### src/sv/assert_macros.svh
// Assertion macros shared by the filter RTL.
`ifndef ASSERT_MACROS_SVH
`define ASSERT_MACROS_SVH

`ifndef ASSERT_OFF

// Clocked check, masked while reset is high
`define ASSERT_CHK(label, clk, rst, prop) \
   label: assert property (@(posedge clk) disable iff (rst) prop) \
      else $error("assertion failed");

// Clocked check that also holds during reset
`define ASSERT_ALWAYS(label, clk, prop) \
   label: assert property (@(posedge clk) prop) \
      else $error("assertion failed");

`else

`define ASSERT_CHK(label, clk, rst, prop)
`define ASSERT_ALWAYS(label, clk, prop)

`endif

`endif

### src/sv/fvw_pkg.sv
// Shared constants and types of the FIR filter.
package fvw_pkg;

   localparam int DEFAULT_MAX_TAPS = 32;
   localparam int DATA_W           = 16;
   localparam int INDEX_W          = 5;
   localparam int CSR_W            = 6;
   localparam int FRAC_W           = 15;

   // Per-cell controls from the sequencer
   typedef struct packed {
      logic hist_en;   // take the left neighbour's sample (shift or rotate)
      logic coef_rot;  // take the right neighbour's coefficient
      logic coef_we;   // load the written coefficient
   } cell_ctrl_type;

   // Multiply-accumulate controls
   typedef struct packed {
      logic clear;     // start a new sum
      logic en;        // product of this cycle joins the sum
   } mac_ctrl_type;

endpackage

### src/sv/fir_filter_valid_window.sv
// Top level of the FIR filter: tap cell chain, sequencer, accumulator and result register.
//
//   channel   direction  handshake               payload
//   req_      in         req_valid / req_stall   mode, start_req, coef_index, value
//   rsp_      out        rsp_valid / rsp_stall   filtered, saturated
//   csr_      in         csr_valid / csr_ready   data (tap count)
//
// A coefficient write, or a sample that leaves the window short, starts no sum.
// A sample that yields a result starts a sum on its way to the result register: the history
// ring turns MAX_TAPS places past the single MAC, the coefficient ring turns MAX_TAPS places
// from the first used tap, then the DRAIN and ROUND states drain the MAC into that register.
// Reset is synchronous and clears all cells at once; there is no clearing pass.
// A waiting result does not block the next transfer in; a finished sum waits while
// the result register is still held by rsp_stall.
`include "assert_macros.svh"

module fir_filter_valid_window #(
   parameter int MAX_TAPS = fvw_pkg::DEFAULT_MAX_TAPS
) (
   input  logic                               clock,
   input  logic                               reset,
   input  logic                               req_valid,
   output logic                               req_stall,
   input  logic                               req_mode,
   input  logic                               req_start_req,
   input  logic [fvw_pkg::INDEX_W-1:0]        req_coef_index,
   input  logic signed [fvw_pkg::DATA_W-1:0]  req_value,
   output logic                               rsp_valid,
   input  logic                               rsp_stall,
   output logic signed [fvw_pkg::DATA_W-1:0]  rsp_filtered,
   output logic                               rsp_saturated,
   input  logic                               csr_valid,
   output logic                               csr_ready,
   input  logic [fvw_pkg::CSR_W-1:0]          csr_data
);
   import fvw_pkg::*;

   localparam int TW = $clog2(MAX_TAPS + 1);
   localparam int SW = $clog2(2 * MAX_TAPS);

   localparam logic [1:0] ST_IDLE  = 2'd0;
   localparam logic [1:0] ST_RUN   = 2'd1;
   localparam logic [1:0] ST_DRAIN = 2'd2;
   localparam logic [1:0] ST_ROUND = 2'd3;

   logic [1:0]    state_ff, state_in;
   logic [SW-1:0] step_ff, step_in;
   logic [TW-1:0] fill_ff, fill_in;
   logic [TW-1:0] taps_ff, taps_in;
   logic [TW-1:0] fill_base, fill_new;
   logic [SW-1:0] step_pre, step_end;

   logic req_take, smp_take, cw_take, fire;
   logic run_hist, run_coef, run_mac, out_free, out_load;

   logic signed [DATA_W-1:0] hist_q [MAX_TAPS];
   logic signed [DATA_W-1:0] coef_q [MAX_TAPS];
   logic signed [DATA_W-1:0] ring_in;
   cell_ctrl_type            cell_ctrl [MAX_TAPS];
   mac_ctrl_type             mac_ctrl;

   logic signed [DATA_W-1:0] mac_result;
   logic                     mac_sat;

   logic                     rsp_valid_ff, rsp_valid_in;
   logic signed [DATA_W-1:0] rsp_filtered_ff;
   logic                     rsp_saturated_ff;

   // input transfer decode
   assign req_stall = (state_ff != ST_IDLE);
   assign req_take  = req_valid && !req_stall;
   assign smp_take  = req_take && req_mode;
   assign cw_take   = req_take && !req_mode && (int'(req_coef_index) < MAX_TAPS);

   // fill count, saturating at the chain length
   assign fill_base = req_start_req ? '0 : fill_ff;
   assign fill_new  = (fill_base < TW'(MAX_TAPS)) ? fill_base + TW'(1) : fill_base;
   assign fill_in   = smp_take ? fill_new : fill_ff;
   assign fire      = smp_take && (fill_new >= taps_ff);

   // tap count register, held as the count in use; not written while a sum runs
   assign csr_ready = (state_ff == ST_IDLE);
   always_comb begin
      taps_in = taps_ff;
      if (csr_valid && csr_ready) begin
         if (csr_data == '0) begin
            taps_in = TW'(1);
         end else if (int'(csr_data) > MAX_TAPS) begin
            taps_in = TW'(MAX_TAPS);
         end else begin
            taps_in = TW'(csr_data);
         end
      end
   end

   // step window: history turns on steps 0..M-1, coefficients on pre..end
   assign step_pre = SW'(MAX_TAPS) - SW'(taps_ff);
   assign step_end = SW'(2 * MAX_TAPS - 1) - SW'(taps_ff);
   assign run_hist = (state_ff == ST_RUN) && (step_ff < SW'(MAX_TAPS));
   assign run_coef = (state_ff == ST_RUN) && (step_ff >= step_pre);
   assign run_mac  = run_hist && run_coef;

   assign out_free = !rsp_valid_ff || !rsp_stall;
   assign out_load = (state_ff == ST_ROUND) && out_free;

   // sequencer
   always_comb begin
      state_in = state_ff;
      step_in  = step_ff;
      case (state_ff)
         ST_IDLE: begin
            if (fire) begin
               state_in = ST_RUN;
               step_in  = '0;
            end
         end
         ST_RUN: begin
            step_in = step_ff + SW'(1);
            if (step_ff == step_end) begin
               state_in = ST_DRAIN;
            end
         end
         ST_DRAIN: begin
            state_in = ST_ROUND;
         end
         ST_ROUND: begin
            if (out_free) begin
               state_in = ST_IDLE;
            end
         end
         default: begin
            state_in = ST_IDLE;
         end
      endcase
   end

   always_ff @(posedge clock) begin
      if (reset) begin
         state_ff <= ST_IDLE;
         step_ff  <= '0;
         fill_ff  <= '0;
         taps_ff  <= TW'(MAX_TAPS);
      end else begin
         state_ff <= state_in;
         step_ff  <= step_in;
         fill_ff  <= fill_in;
         taps_ff  <= taps_in;
      end
   end

   // cell chain: history shifts up (ring closes at the top), coefficients down
   assign ring_in = (state_ff == ST_RUN) ? hist_q[MAX_TAPS-1] : req_value;

   for (genvar k = 0; k < MAX_TAPS; k++) begin : g_cell
      localparam int PREV = (k + MAX_TAPS - 1) % MAX_TAPS;
      localparam int NEXT = (k + 1) % MAX_TAPS;
      logic signed [DATA_W-1:0] left;

      if (k == 0) begin : g_head
         assign left = ring_in;
      end else begin : g_body
         assign left = hist_q[PREV];
      end

      assign cell_ctrl[k].hist_en  = smp_take || run_hist;
      assign cell_ctrl[k].coef_rot = run_coef;
      assign cell_ctrl[k].coef_we  = cw_take && (int'(req_coef_index) == k);

      fvw_cell u_cell (
         .clock    (clock),
         .reset    (reset),
         .ctrl     (cell_ctrl[k]),
         .hist_in  (left),
         .coef_in  (coef_q[NEXT]),
         .wr_data  (req_value),
         .hist_out (hist_q[k]),
         .coef_out (coef_q[k])
      );
   end

   // MAC taps the top of the history ring and the bottom of the coefficient ring
   assign mac_ctrl.clear = fire;
   assign mac_ctrl.en    = run_mac;

   fvw_mac #(
      .MAX_TAPS (MAX_TAPS)
   ) u_mac (
      .clock  (clock),
      .reset  (reset),
      .ctrl   (mac_ctrl),
      .sample (hist_q[MAX_TAPS-1]),
      .coef   (coef_q[0]),
      .result (mac_result),
      .sat    (mac_sat)
   );

   // result register
   always_comb begin
      rsp_valid_in = rsp_valid_ff;
      if (out_load) begin
         rsp_valid_in = 1'b1;
      end else if (!rsp_stall) begin
         rsp_valid_in = 1'b0;
      end
   end

   always_ff @(posedge clock) begin
      if (reset) begin
         rsp_valid_ff <= 1'b0;
      end else begin
         rsp_valid_ff <= rsp_valid_in;
      end
   end

   always_ff @(posedge clock) begin
      if (out_load) begin
         rsp_filtered_ff  <= mac_result;
         rsp_saturated_ff <= mac_sat;
      end
   end

   assign rsp_valid     = rsp_valid_ff;
   assign rsp_filtered  = rsp_filtered_ff;
   assign rsp_saturated = rsp_saturated_ff;

   // checks
   `ASSERT_CHK(a_step_in_window, clock, reset, (state_ff == ST_RUN) |-> (step_ff <= step_end))
   `ASSERT_CHK(a_fill_bound, clock, reset, fill_ff <= TW'(MAX_TAPS))
   `ASSERT_CHK(a_taps_bound, clock, reset, (taps_ff != '0) && (taps_ff <= TW'(MAX_TAPS)))
   `ASSERT_CHK(a_round_loads, clock, reset, out_load |=> (rsp_valid_ff && (state_ff == ST_IDLE)))
   `ASSERT_CHK(a_mac_after_fire, clock, reset, fire |=> (state_ff == ST_RUN) && (step_ff == '0))

endmodule

### src/sv/fvw_cell.sv
// One tap cell: a history sample and a coefficient, each passed to a neighbour.
module fvw_cell (
   input  logic                           clock,
   input  logic                           reset,
   input  fvw_pkg::cell_ctrl_type         ctrl,
   input  logic signed [fvw_pkg::DATA_W-1:0] hist_in,
   input  logic signed [fvw_pkg::DATA_W-1:0] coef_in,
   input  logic signed [fvw_pkg::DATA_W-1:0] wr_data,
   output logic signed [fvw_pkg::DATA_W-1:0] hist_out,
   output logic signed [fvw_pkg::DATA_W-1:0] coef_out
);
   import fvw_pkg::*;

   logic signed [DATA_W-1:0] hist_ff, hist_in_nxt;
   logic signed [DATA_W-1:0] coef_ff, coef_in_nxt;

   // sample moves one place along the history line
   assign hist_in_nxt = ctrl.hist_en ? hist_in : hist_ff;

   // coefficient: a write wins over rotation
   always_comb begin
      coef_in_nxt = coef_ff;
      if (ctrl.coef_we) begin
         coef_in_nxt = wr_data;
      end else if (ctrl.coef_rot) begin
         coef_in_nxt = coef_in;
      end
   end

   always_ff @(posedge clock) begin
      if (reset) begin
         hist_ff <= '0;
         coef_ff <= '0;
      end else begin
         hist_ff <= hist_in_nxt;
         coef_ff <= coef_in_nxt;
      end
   end

   assign hist_out = hist_ff;
   assign coef_out = coef_ff;

endmodule

### src/sv/fvw_mac.sv
// Multiply-accumulate unit with rounding at bit 15 and 16-bit saturation.
module fvw_mac #(
   parameter int MAX_TAPS = fvw_pkg::DEFAULT_MAX_TAPS
) (
   input  logic                              clock,
   input  logic                              reset,
   input  fvw_pkg::mac_ctrl_type             ctrl,
   input  logic signed [fvw_pkg::DATA_W-1:0] sample,
   input  logic signed [fvw_pkg::DATA_W-1:0] coef,
   output logic signed [fvw_pkg::DATA_W-1:0] result,
   output logic                              sat
);
   import fvw_pkg::*;

   localparam int PW = 2 * DATA_W;
   localparam int AW = PW + $clog2(MAX_TAPS) + 1;
   localparam int RW = AW + 1 - FRAC_W;
   localparam logic signed [RW-1:0]     POS_LIM = RW'(32767);
   localparam logic signed [RW-1:0]     NEG_LIM = RW'(-32768);
   localparam logic signed [AW:0]       HALF    = (AW + 1)'(16384);

   logic signed [PW-1:0] prod_ff, prod_in;
   logic                 prod_vld_ff, prod_vld_in;
   logic signed [AW-1:0] acc_ff, acc_in;
   logic signed [AW:0]   biased;
   logic signed [RW-1:0] rnd;
   logic                 over_hi, over_lo;

   // product stage
   assign prod_in     = sample * coef;
   assign prod_vld_in = ctrl.en;

   // accumulate stage
   always_comb begin
      acc_in = acc_ff;
      if (ctrl.clear) begin
         acc_in = '0;
      end else if (prod_vld_ff) begin
         acc_in = acc_ff + AW'(prod_ff);
      end
   end

   always_ff @(posedge clock) begin
      if (reset) begin
         prod_vld_ff <= 1'b0;
      end else begin
         prod_vld_ff <= ctrl.clear ? 1'b0 : prod_vld_in;
      end
   end

   always_ff @(posedge clock) begin
      prod_ff <= prod_in;
      acc_ff  <= acc_in;
   end

   // round half up, then clamp
   assign biased  = (AW + 1)'(acc_ff) + HALF;
   assign rnd     = $signed(biased[AW:FRAC_W]);
   assign over_hi = rnd > POS_LIM;
   assign over_lo = rnd < NEG_LIM;
   assign sat     = over_hi || over_lo;

   always_comb begin
      if (over_hi) begin
         result = 16'sh7FFF;
      end else if (over_lo) begin
         result = 16'sh8000;
      end else begin
         result = $signed(rnd[DATA_W-1:0]);
      end
   end

endmodule
### config.mk
export PLATFORM = sky130hd
export DESIGN_NAME = fir_filter_valid_window
export DESIGN_NICKNAME = d
export VERILOG_FILES = /design/src/sv/fvw_pkg.sv /design/src/sv/fir_filter_valid_window.sv /design/src/sv/fvw_cell.sv /design/src/sv/fvw_mac.sv
export VERILOG_INCLUDE_DIRS = /design/src /design/src/sv
export SDC_FILE = /design/constraint.sdc
export NUM_CORES = 2
export LEC_CHECK = 0
export BUFFER_PORTS_ARGS = -buffer_cell sky130_fd_sc_hd__buf_2
export CAP_MARGIN = 15
export CORE_MARGIN = 4
export CORE_UTILIZATION = 44
export CTS_BUF_LIST = sky130_fd_sc_hd__clkbuf_2
export CTS_CLUSTER_DIAMETER = 200
export DETAILED_ROUTE_END_ITERATION = 10
export GPL_TIMING_DRIVEN = 0
export PLACE_DENSITY = 0.64
export SLEW_MARGIN = 10
export SYNTH_ARGS = -nofsm -noshare
export SYNTH_HDL_FRONTEND = slang
export SYNTH_HIERARCHICAL = 1
export SYNTH_SLANG_ARGS = --single-unit
### constraint.sdc
create_clock -name clock -period 16.68 [get_ports clock]
set_clock_uncertainty 0.2 [all_clocks]
set_input_delay 2.502 -clock clock [delete_from_list [all_inputs] [get_ports clock]]
set_output_delay 2.502 -clock clock [all_outputs]
set_load 0.01 [all_outputs]
==> impl_metrics.ini <==
[outcome]
status = finished, final reports clean

[sta]
fmax_mhz = 138
drv_slew = 0
hold_viol_final = 0
post-route-period-util_pct = 43.3
relSlewSlack_pct = 27.6
worst_slack_ns = 9.46
rsz0062_at_grt = false
setup_violations = 0
tightest_slew_ns = 1.09
period_needed_ns = 7.22
fin_setup_tns_ns = 0
whs_ns = 0.193

[drt]
vias = 40862
highest_layer = met5
wl_met2_um = 64500
remaining_drc_errors = 0
avgViaCountPerCell = 5.00
wl_um = 136000
wl_met3_um = 4800
ant_nets = 0
m1WireLength_um = 62300
drtIter0Drc = 1670
drt-pass1-iter-count = 8
wl_per_cell_um = 16.6

[setup_path]
cp-start-kind = register
slowest_delay_ns = 0.69
required_ns = 17.89
worst_setup_path_end_kind = register
path_max_fanout = 10
path_cells = clkbuf_1, nand2_1, fa_1, fa_1, inv_1, fa_1, fa_1, fa_1, inv_1, fa_1, inv_1, ha_1, a21o_1, a21o_1, a21oi_1, nand3b_1, a21oi_1, o31ai_1, a41oi_1, o21ai_0, a21oi_1, xnor2_1
worst_ep_arrival_time_ns = 8.43
path_common_cell = fa_1
cp_slowest_cell = dfxtp_1
crit_type = register to register

[cts]
cts_tree = done
cts_buffer_depth = 4
cts.sinks = 1133
postCtsHoldBufs = 0
clk_latency_ns = 1.65
post_cts_buffers = 0
cts.clk_slew.worst_paths_ns = 0.10
ctsResizeCount = 0
cts-root-buf = clkbuf_2
htreeDepth = 5
cts_buffers = 315

[floorplan]
boundaryPins = 54
die_h_um = 379
coreArea_sq_mm = 0.137
fp.dieW_um = 379
start_util_pct = 44.2
rows = 136
fp.dieArea_sq_mm = 0.144

[grt]
grt_pass1_wl_um = 223000
grt_pass1_vias = 41716
grt_max_degree = 106
gr-usage-all-layers_pct = 19.0
antenna_found_initial = 7
grt-ovfl-total = 0

[final_layout]
num-nets-final = 6613
area.growth.synth_to_final_pct = 8.55
drive_gt1_share_pct = 18.1
final_common_cell = dfxtp_1
fill_cells = 12876
final_cell_mix = dfxtp_1, mux2i_1, nor2_1
fin_util_pct = 48.0

[logic_synthesis]
ys.flop_type = dfxtp_1
synth_edf_count = 17
post_synth_instance_area_sq_mm = 0.0607
synth.distinct_cells = 74
synth_top_area_share_pct = 36.8
synth_seq_cells = 1133
synth_cells = 5803
seq_area_frac_synth_pct = 37.7
yosys-top-cells-area = dfxtp_1, mux2i_1, fa_1, a211oi_2, nor2b_1
synth_warnings = 6
synthArstFlopShare_pct = 0
yosys.area.top_type = dfxtp_1
syn_avg_cell_area_sq_um = 10.5
synth_nets = 6239

[hold_path]
hold_path.class = register to register

[place]
port_buffers = 52
gp_congestion = 0.917
dp_slack_ns = 9.53
hpwlAfterDp_um = 98800

[power]
intPower_uw = 3750
switching_share_pct = 28.7
seqPwrFrac_pct = 53.9
combPwrFrac_pct = 10.5
power.total_uw = 5250
power_density_mw_per_mm2 = 79.7
leakage_uw = 0.0251
power_switching_uw = 1510
ir_drop_mv = 0.0544
p_clk_share_pct = 35.6

[flow_run]
maxCapViolCount = 0
==> final timing paths <==
kind / startpoint / end / slack [ns] / depth (start not counted)
setup / recovery: g_cell[31].u_cell/hist_out[10] / u_mac/prod_ff[31] / 9.46 / 22
hold / removal: g_cell[18].u_cell/hist_out[12] / g_cell[19].u_cell/hist_out[12] / 0.19 / 2
setup reg to reg: g_cell[31].u_cell/hist_out[10] / u_mac/prod_ff[31] / 9.46 / 22
hold reg to reg: g_cell[18].u_cell/hist_out[12] / g_cell[19].u_cell/hist_out[12] / 0.19 / 2
==> critical path, delay by kind of cell (launching register included) <==
| family | cells | cell delay [ns] |
|---|---|---|
| flip-flops | 1 | 0.69 |
| AO/OA/AOI/OAI | 8 | 1.80 |
| XOR/XNOR | 1 | 0.13 |
| AND/OR/NAND/NOR | 2 | 0.26 |
| adder cells (fa/ha/maj) | 7 | 3.35 |
| buffers and inverters | 4 | 0.70 |
==> final cells by class <==
cell class / count / area [sq um] / share of cell area (%)
Tap cell: 1794 / 2240 / 3.41
Inverter: 366 / 1370 / 2.09
Antenna cell: 9 / 22.5 / 0.0342
Sequential cell: 1133 / 22900 / 34.7
Buffer: 352 / 2690 / 4.09
Clock inverter: 37 / 173 / 0.262
Clock buffer: 470 / 2350 / 3.57
Timing Repair Buffer: 57 / 369 / 0.560
Multi-Input combinational cell: 3952 / 33800 / 51.3
==> registers in the layout, indices dropped and copies added (netlist names) <==
register / flops
rsp_filtered: 16
state_ff: 2
u_mac/acc_ff: 38
rsp_valid: 1
rsp_saturated: 1
u_mac/prod_ff: 32
step_ff: 6
fill_ff: 6
u_mac/prod_vld_ff: 1
taps_ff: 6
g_cell.u_cell/hist_out: 512
g_cell.u_cell/coef_out: 512
==> power groups by stage <==
stage               Clock [uW]  Combinational (uW)  Sequential (uW)
global placement             0                 550             2890
CTS                       1970                 559             2830
floorplan                    0                 427             2870
detailed placement           0                 557             2890
finish                    1870                 552             2830
global route              2100                 608             2840
==> stage by stage <==
| stage | area (sq um) | std cells |
|---|---|---|
| floorplan | 60700 | 5803 |
| global placement | 63200 | 7649 |
| detailed placement | 63300 | 7654 |
| CTS | 65800 | 8161 |
| global route | 65900 | 8169 |
| finish | 65900 | 8170 |
==> synth_stat cells, types with 4 or more instances <==
cell type,number
edfxtp_1,17
o21ai_0,44
buf_2,70
o31ai_1,6
o211ai_1,7
a211oi_2,321
mux2i_1,1048
a21o_1,26
o21bai_1,11
o31a_1,4
nand3_1,33
mux2_2,17
nor3b_1,7
fa_1,263
nor3_1,16
nand2_1,190
a21oi_1,99
clkbuf_1,113
nor2b_1,522
a211oi_1,202
nor2_1,644
or3_1,7
buf_12,32
a21boi_0,6
o21ai_2,10
o21ai_1,8
and3_1,15
buf_6,69
and2_1,118
a31oi_1,6
xor2_1,20
inv_1,366
ha_1,139
or4_1,5
buf_4,65
dfxtp_1,1116
a21oi_2,4
o21a_1,14
nand2b_1,18
xnor2_1,71
==> layer usage <==
layer,vias up,global-route usage [%]
met5,-,0
met4,4,7.51
met1,19124,24.0
met2,695,32.3
li1,20716,-
met3,323,3.33
==> logic make-up (layout without fill, tap and decap cells) <==
family / Yosys count / after routing / share of synthesized area (%)
and+or+nand+nor: 1601 / 1601 / 13.2
DFF: 1133 / 1133 / 37.7
muxes: 1067 / 1067 / 17.7
AOI/OAI and AO/OA: 791 / 791 / 12.0
buffers and inverters: 718 / 1282 / 6.70
adders and majority gates: 402 / 402 / 11.5
xor gates and xnor gates: 91 / 91 / 1.31
other: 0 / 9 / 0
Note: power is estimated with default switching activity, not from simulation.
